## config.mk

```make
export PLATFORM = sky130hd
export DESIGN_NAME = tlbp_rem
export DESIGN_NICKNAME = d
export VERILOG_FILES = /design/src/rtl/tlbp_pkg.sv /design/src/rtl/tlbp_rem.sv
export SDC_FILE = /design/constraint.sdc
export NUM_CORES = 1
export LEC_CHECK = 0
export BUFFER_PORTS_ARGS = -buffer_cell sky130_fd_sc_hd__clkbuf_2
export CORE_AREA = 3 3 104 106
export CTS_CLUSTER_DIAMETER = 200
export DETAILED_ROUTE_END_ITERATION = 10
export DIE_AREA = 0 0 107 109
export PLACE_DENSITY = 0.71
export REMOVE_ABC_BUFFERS = 1
export SLEW_MARGIN = 20
export SYNTH_ARGS = -nofsm -noshare
export SYNTH_HDL_FRONTEND = slang
export SYNTH_SLANG_ARGS = --single-unit
```

## constraint.sdc

```tcl
create_clock -name clk -period 4.66 [get_ports clk]
set_input_delay 0.932 -clock clk [delete_from_list [all_inputs] [get_ports clk]]
set_output_delay 0.932 -clock clk [all_outputs]
set_load 0.01 [all_outputs]
```

## src/rtl/tlbp_pkg.sv

```systemverilog
// Shared types and constants of the two-level branch predictor.
`timescale 1ns / 1ps
`default_nettype none
package tlbp_pkg;

  // Default table geometry
  localparam int HIST_DEPTH_DEF = 1024;
  localparam int PAT_DEPTH_DEF  = 1024;
  localparam int MAX_HIST_DEF   = 16;

  // Field widths
  localparam int ADDR_W    = 64;
  localparam int ADDR_SHR  = 2;
  localparam int DVD_W     = ADDR_W - ADDR_SHR;
  localparam int DCNT_W    = $clog2(DVD_W + 1);
  localparam int CNT_W     = 32;
  localparam int CTR_W     = 2;
  localparam int HLEN_W    = 5;
  localparam int CFG_W     = 11;
  localparam int CFG_IDX_W = 2;
  localparam int IN_TDATA_W  = 72;
  localparam int OUT_TDATA_W = 104;

  // Register indexes
  localparam logic [CFG_IDX_W-1:0] REG_HISTORY_LENGTH  = 2'd0;
  localparam logic [CFG_IDX_W-1:0] REG_HIST_ENTRIES    = 2'd1;
  localparam logic [CFG_IDX_W-1:0] REG_PATTERN_ENTRIES = 2'd2;

  // Register reset values
  localparam logic [HLEN_W-1:0] HLEN_RST     = 5'd4;
  localparam logic [CFG_W-1:0]  HENT_RST     = 11'd1024;
  localparam logic [CFG_W-1:0]  PENT_RST     = 11'd16;

  // Counter thresholds
  localparam logic [CTR_W-1:0] CTR_MAX   = 2'd3;
  localparam logic [CTR_W-1:0] CTR_MIN   = 2'd0;
  localparam logic [CTR_W-1:0] CTR_TAKEN = 2'd2;

  typedef enum logic [2:0] {
    ST_CLEAR,
    ST_IDLE,
    ST_HDIV,
    ST_HRD,
    ST_PDIV,
    ST_PRD
  } state_t;

endpackage
`default_nettype wire

```

## src/rtl/tlbp_rem.sv

```systemverilog
// Bit-serial restoring remainder unit shared by both table index reductions.
`timescale 1ns / 1ps
`default_nettype none
module tlbp_rem #(
  parameter int MW = 11
) (
  input  wire logic                        clk,
  input  wire logic                        rst_n,
  input  wire logic                        start,
  input  wire logic [tlbp_pkg::DCNT_W-1:0] nbits,
  input  wire logic [MW-1:0]               modulus,
  input  wire logic [tlbp_pkg::DVD_W-1:0]  dividend,
  output logic                             done,
  output logic [MW-1:0]                    rem
);
  import tlbp_pkg::*;

  logic              busy_r, busy_nxt;
  logic              done_r, done_nxt;
  logic [DCNT_W-1:0] cnt_r, cnt_nxt;
  logic [DVD_W-1:0]  dvd_r, dvd_nxt;
  logic [MW-1:0]     rem_r, rem_nxt;
  logic [MW-1:0]     mod_r, mod_nxt;
  logic [MW:0]       trial;

  // One quotient bit per cycle, dividend taken from its top bit down
  always_comb begin
    busy_nxt = busy_r;
    done_nxt = 1'b0;
    cnt_nxt  = cnt_r;
    dvd_nxt  = dvd_r;
    rem_nxt  = rem_r;
    mod_nxt  = mod_r;
    trial    = {rem_r, dvd_r[DVD_W-1]};
    if (start) begin
      busy_nxt = 1'b1;
      cnt_nxt  = nbits;
      dvd_nxt  = dividend;
      rem_nxt  = '0;
      mod_nxt  = modulus;
    end else if (busy_r) begin
      if (trial >= {1'b0, mod_r}) begin
        rem_nxt = MW'(trial - {1'b0, mod_r});
      end else begin
        rem_nxt = trial[MW-1:0];
      end
      dvd_nxt = {dvd_r[DVD_W-2:0], 1'b0};
      cnt_nxt = cnt_r - DCNT_W'(1);
      if (cnt_r == DCNT_W'(1)) begin
        busy_nxt = 1'b0;
        done_nxt = 1'b1;
      end
    end
  end

  always_ff @(posedge clk) begin
    if (!rst_n) begin
      busy_r <= 1'b0;
      done_r <= 1'b0;
      cnt_r  <= '0;
    end else begin
      busy_r <= busy_nxt;
      done_r <= done_nxt;
      cnt_r  <= cnt_nxt;
    end
  end

  always_ff @(posedge clk) begin
    dvd_r <= dvd_nxt;
    rem_r <= rem_nxt;
    mod_r <= mod_nxt;
  end

  assign done = done_r;
  assign rem  = rem_r;

endmodule
`default_nettype wire
```

==> results.ini, run 1 <==
[outcome]
outcome = complete, no violations

[worst_setup_path]
ff2ff_setup_slack_ns = 1.80
cpLargestDelayFamily = compound AO/OA/AOI/OAI gates
cp-start-kind = flop
rr_startpoint = dvd_r[61]
crit_path_cell_trace = inv_1 > ha_1 > fa_1 > nand2b_2 > a21oi_4 > a41oi_1 > o31ai_4 > mux2_4 > a211oi_2
crit_fanout = 15
slowest_stage = o31ai_4
criticalPathCategory = reg2reg
startpoint = dvd_r[61]
slowest_delay_ns = 0.73
worst-path-buf-inv = 1
end_kind = flop
cp.arrival_ns = 3.15
cp.required_ns = 4.95

[place]
place.gp.congestion = 0.775
dp_cells = 539
placed_area_sq_mm = 0.00500
dp_slack_ns = 1.82
io_buffers = 93
hpwl_mm = 5.75

[yosys]
synth.area.top_cells = edfxtp_1 (50%), mux2_2 (16%), dfxtp_1 (8.6%)
synthCells = 325
synth_edf_count = 73
yosysMostFrequentCell = edfxtp_1
synth_common_cells = edfxtp_1 (73), mux2_2 (61), dfxtp_1 (19), nor2_1 (18), inv_1 (16)
synth-async-reset-ratio = 0
seq_area_frac_synth = 0.583
synth_cell_types = 49
yosysTopAreaCell = edfxtp_1
synth_area_per_cell_sq_um = 13.6
ys_seq_elements = 92
synth_area_sq_mm = 0.00441
yosys.area.top_type_share = 0.497
ys.flop_type = edfxtp_1
ys_warn_count = 0

[route]
drt-wirelength-per-cell_um = 14.7
ant_nets = 0
wl_mm = 8.14
vias = 2786
drt_iter0_drc = 76
viasPerCell = 5.02
drt_first_pass_iters = 4
drc = 0

[timing]
maxSlewViolCount = 0
rsz0062_at_grt = false
fin_ws_ns = 1.80
hold_viol_final = 0
final.setup_skew_ns = 0.00825
setup_tns_ns = 0
finalCriticalPeriod_ns = 2.86
maxSlewHeadroom = 0.391
finalSetupViolCount = 0
holdWs_ns = 0.522
timing.final.crit_share = 0.614
max_freq_mhz = 350
tightest_slew_ns = 0.913

[clock_tree]
cts_resized = 0
postCtsSetupRepairBufs = 0
cts.clk_slew.worst_paths_ns = 0.09
postCtsHoldBufs = 0
clock_sinks = 92
cts_buffer_depth = 2
cts_made_buffers = 9
cts_tree = done
cts_root_buf = clkbuf_8
insertion_delay_ns = 0.36
htreeDepth = 3

[run]
maxCapViolCount = 0

[finish]
final_cell_count_no_fill = 555
nets = 513
area_delta_synth_final_pct = 17.4
post-route-util = 0.525
design_area_sq_mm = 0.00518
n_antenna_cell = 0
layout-drive-gt1-share = 0.436

[global_route]
antenna_found_initial = 0
grt_pass1_wl_mm = 13.7
track_usage = 0.152
grt_max_degree = 81
grt-ovfl-total = 0
grt_pass1_vias = 2892

[floorplan]
die_w_um = 107
die_h_um = 109
pin_count = 94
start_util = 0.447
rows = 36
dieArea_sq_mm = 0.0117
core_area_sq_mm = 0.00986

[power_and_ir_drop]
p_leak_nw = 2.10
p_total_mw = 1.84
ir_drop_mv = 0.187
powerDensity_mw_per_mm2 = 355

[hold_path]
min-delay-start = rem[7]
hold_class = reg2reg

-- worst min-delay path: cells and delay by family, from the launching register on --
kind            cells  cell delay, ns
flops               1            0.35
simple gates        1            0.06
compound gates      1            0.06
-- power by group --
part | internal [mW] | switching, mW | leakage, nW | total [mW]
Combinational | 0.166 | 0.167 | 1.12 | 0.333
Clock | 0.198 | 0.294 | 0.0913 | 0.492
Sequential | 0.982 | 0.0319 | 0.888 | 1.01
-- final timing paths --
check           end  cells past startpoint
min          rem[7]                      2
min reg2reg  rem[7]                      2
max          rem[0]                      9
max reg2reg  rem[0]                      9
-- routing by layer --
| layer | global-route usage | vias up | share of wire |
|---|---|---|---|
| li1 | - | 1385 | - |
| met1 | 0.186 | 1307 | 0.42 |
| met5 | 0 | - | 0 |
| met2 | 0.241 | 84 | 0.47 |
| met3 | 0.0699 | 10 | 0.095 |
| met4 | 0.0466 | 0 | 0.015 |
-- registers in the layout, summed over array words and instances (netlist names) --
register	count
dvd_r	62
mod_r	11
rem	11
cnt_r	6
busy_r	1
done	1
-- placed cells by master (no fill, tap or decap), types with 3 or more instances in the layout --
cell type and instances:
clkbuf_2 92, edfxtp_1 73, mux2_2 61, dfxtp_1 19
nor2_1 18, inv_1 15, nand2_1 15, ha_1 13
a21oi_1 10, o21ai_0 9, a211oi_1 9, clkbuf_8 9
xnor2_1 7, mux2i_1 6, and2_1 5, xor2_1 5
nor2b_1 5, nand3_1 4, buf_4 4, nand2b_1 3
clkinv_2 3
-- kinds of logic (layout without fill, tap and decap cells) --
| logic type | count (synthesis) | count (layout) | share of synthesized area |
|---|---|---|---|
| compound gates | 47 | 47 | 0.0800 |
| xor+xnor | 12 | 12 | 0.0238 |
| fa+ha+maj | 14 | 14 | 0.0414 |
| buf+inv | 31 | 128 | 0.0287 |
| flops | 92 | 92 | 0.583 |
| mux | 68 | 68 | 0.173 |
| simple gates | 61 | 61 | 0.0701 |
-- final cells by class --
| type | count | area (sq um) |
|---|---|---|
| clock buffer | 9 | 124 |
| clock inverter | 7 | 51.3 |
| fill | 912 | 4690 |
| inverter | 16 | 60.1 |
| multi-input combinational | 202 | 1710 |
| sequential | 92 | 2570 |
| tap | 133 | 166 |
| timing repair buffer | 96 | 490 |
No activity file was read; power rests on OpenSTA's default activity.
==> inputs of run 2 (changes only) <==
--- a/config.mk
+++ b/config.mk
@@ -5,12 +5,13 @@
 export SDC_FILE = /design/constraint.sdc
 export NUM_CORES = 1
 export LEC_CHECK = 0
+export ABC_AREA = 1
 export BUFFER_PORTS_ARGS = -buffer_cell sky130_fd_sc_hd__clkbuf_2
-export CORE_AREA = 3 3 104 106
+export CORE_AREA = 3 3 106 108
 export CTS_CLUSTER_DIAMETER = 200
 export DETAILED_ROUTE_END_ITERATION = 10
-export DIE_AREA = 0 0 107 109
-export PLACE_DENSITY = 0.71
+export DIE_AREA = 0 0 109 111
+export PLACE_DENSITY = 0.74
 export REMOVE_ABC_BUFFERS = 1
 export SLEW_MARGIN = 20
 export SYNTH_ARGS = -nofsm -noshare
==> constraint.sdc (replaced) <==
create_clock -name clk -period 2.3 [get_ports clk]
set_input_delay 0.46 -clock clk [delete_from_list [all_inputs] [get_ports clk]]
set_output_delay 0.46 -clock clk [all_outputs]
set_load 0.01 [all_outputs]
==> results.ini, run 2 <==
[finish]
largest_reg_flops = 62  ; unchanged
regMostFlops = dvd_r
nets = 737  ; +44%
design_area_sq_mm = 0.00543  ; +4.9%
final_cell_count_no_fill = 782  ; +41%
layout_common_cells = nand2_1 (267), clkbuf_2 (93), edfxtp_1 (73)
n_antenna_cell = 0  ; unchanged
final_common_cell = nand2_1
post-route-util = 0.526  ; +0.00102
area_delta_synth_final_pct = 16.7
layout-drive-gt1-share = 0.203  ; -0.233

[route]
ant_nets = 0  ; unchanged
drt-wirelength-per-cell_um = 12.2  ; -17%
drc = 0  ; unchanged
wl_mm = 9.53  ; +17%
vias = 3719  ; +33%
viasPerCell = 4.76  ; -5.3%
drt_iter0_drc = 174  ; +130%
drt_first_pass_iters = 4  ; unchanged

[place]
dp_cells = 766  ; +42%
placed_area_sq_mm = 0.00524  ; +4.8%
hpwl_mm = 6.80  ; +18%
place.gp.congestion = 0.856  ; +10%
dp_slack_ns = 0.173  ; -1.65 ns
io_buffers = 93  ; unchanged

[yosys]
yosys.area.top_type_share = 0.471  ; -0.0257
synth_edf_count = 73  ; unchanged
yosysMostFrequentCell = nand2_1
seq_area_frac_synth = 0.553  ; -0.0301
synth_compound_area_frac = 0.0239  ; -0.0561
synth.area.top_cells = edfxtp_1 (47%), nand2_1 (22%), dfxtp_1 (8.2%)
yosysTopAreaCell = edfxtp_1
synth_common_cells = nand2_1 (267), edfxtp_1 (73), inv_1 (64), nand3_1 (26), dfxtp_1 (19)
synth-async-reset-ratio = 0  ; unchanged
synth_area_per_cell_sq_um = 8.43  ; -38%
synth_top_family_by_area = simple AND/OR/NAND/NOR gates
yosys.area_share.xor_xnor = 0.00565  ; -0.0182
ys.flop_type = edfxtp_1
synth_simple_gate_area_frac = 0.301  ; +0.231
ys_warn_count = 0  ; unchanged
ys_seq_elements = 92  ; unchanged
synth_adder_area_share = 0.0393  ; -0.00214
synth_cell_types = 28  ; -43%
synth_area_sq_mm = 0.00465  ; +5.4%
synthCells = 552  ; +70%
synthMuxAreaShare = 0  ; -0.173

[global_route]
grt_pass1_vias = 3760  ; +30%
antenna_found_initial = 0  ; unchanged
grt-ovfl-total = 0  ; unchanged
grt_max_degree = 80  ; -1.2%
track_usage = 0.165  ; +0.0131
grt_pass1_wl_mm = 16.0  ; +17%

[clock_tree]
cts_resized = 0  ; unchanged
cts.clk_slew.worst_paths_ns = 0.09  ; about the same
htreeDepth = 3  ; unchanged
postCtsHoldBufs = 0  ; unchanged
clock_sinks = 92  ; unchanged
cts_tree = done
cts_buffer_depth = 2  ; unchanged
cts_root_buf = clkbuf_8
postCtsSetupRepairBufs = 0  ; unchanged
insertion_delay_ns = 0.35  ; about the same
cts_made_buffers = 9  ; unchanged

[power_and_ir_drop]
powerDensity_mw_per_mm2 = 637  ; +79%
ir_drop_mv = 0.327  ; +75%
p_total_mw = 3.46  ; +88%
p_leak_nw = 2.78  ; +32%

[worst_setup_path]
cp-start-kind = flop
crit_fanout = 12  ; -3
cp.required_ns = 2.52  ; -2.43 ns
cp.arrival_ns = 2.30  ; -0.85 ns
criticalPathCategory = reg2reg
end_kind = flop

[timing]
maxSlewViolCount = 0  ; unchanged
fin_ws_ns = 0.221  ; -1.58 ns
holdWs_ns = 0.282  ; -0.240 ns
maxSlewHeadroom = 0.606  ; +0.215
finalSetupViolCount = 0  ; unchanged
finalCriticalPeriod_ns = 2.08  ; -0.781 ns
tightest_slew_ns = 0.590  ; -0.323 ns
final.setup_skew_ns = 0.00823  ; -0.0000275 ns
setup_tns_ns = 0  ; unchanged
hold_viol_final = 0  ; unchanged
timing.final.crit_share = 0.904  ; +0.290
rsz0062_at_grt = false
max_freq_mhz = 481  ; +38%

[floorplan]
core_area_sq_mm = 0.0103  ; +4.7%
die_w_um = 109  ; +1.9%
start_util = 0.450  ; +0.00338
rows = 37  ; +2.8%
die_h_um = 111  ; +1.8%
dieArea_sq_mm = 0.0121  ; +3.7%
pin_count = 94  ; unchanged

[run]
maxCapViolCount = 0  ; unchanged

[hold_path]
hold_class = in2reg

[outcome]
outcome = complete, no violations

==> run 2: cell families (layout without fill, tap and decap cells) <==
logic type	Yosys count	after routing
buffers and inverters	87	181
AOI/OAI and AO/OA	20	20
xor gates and xnor gates	3	3
and+or+nand+nor	336	336
adders and majority gates	14	14
DFF	92	92
==> run 2: path summary, 6_finish.rpt <==
check             depth (start not counted)  endpoint  startpoint  slack (ns)
setup reg to reg                         10    rem[0]    mod_r[0]        0.22
hold / removal                            1  mod_r[7]  modulus[7]        0.28
setup / recovery                         10    rem[0]    mod_r[0]        0.22
hold reg to reg                           2   rem[10]     rem[10]        0.49
==> run 2: area by class of cell <==
cell class,count,area (sq um)
clock buffers,12,155
clock inverters,4,23.8
fillers,998,4900
inverters,67,251
multi-input cells,373,1730
flip-flops and latches,92,2570
well taps,136,170
repair buffers,98,528
==> run 2: report_power, final <==
| group | internal, mW | switching [mW] | total, mW |
|---|---|---|---|
| clock | 0.448 | 0.543 | 0.991 |
| sequential | 1.97 | 0.0461 | 2.02 |
| combinational | 0.176 | 0.276 | 0.452 |
==> run 2: routing by layer <==
layer	vias up	GRT usage	wire, um	part of all wire
met5	-	0	0	0
met4	0	0.0480	42	0.0044
met3	4	0.0478	579	0.061
met2	102	0.266	4480	0.47
met1	1678	0.214	4430	0.46
li1	1935	-	-	-
==> run 2: worst max-delay path, cell delays in order, from the launching register on <==
cell and delay [ns]:
edfxtp_1 0.39, ha_1 0.24, fa_1 0.41, inv_1 0.09
nand3_1 0.08, nand3_1 0.11, nand2_2 0.17, nand3_4 0.22
nand2_1 0.08, nand3_1 0.07, o21ai_0 0.09
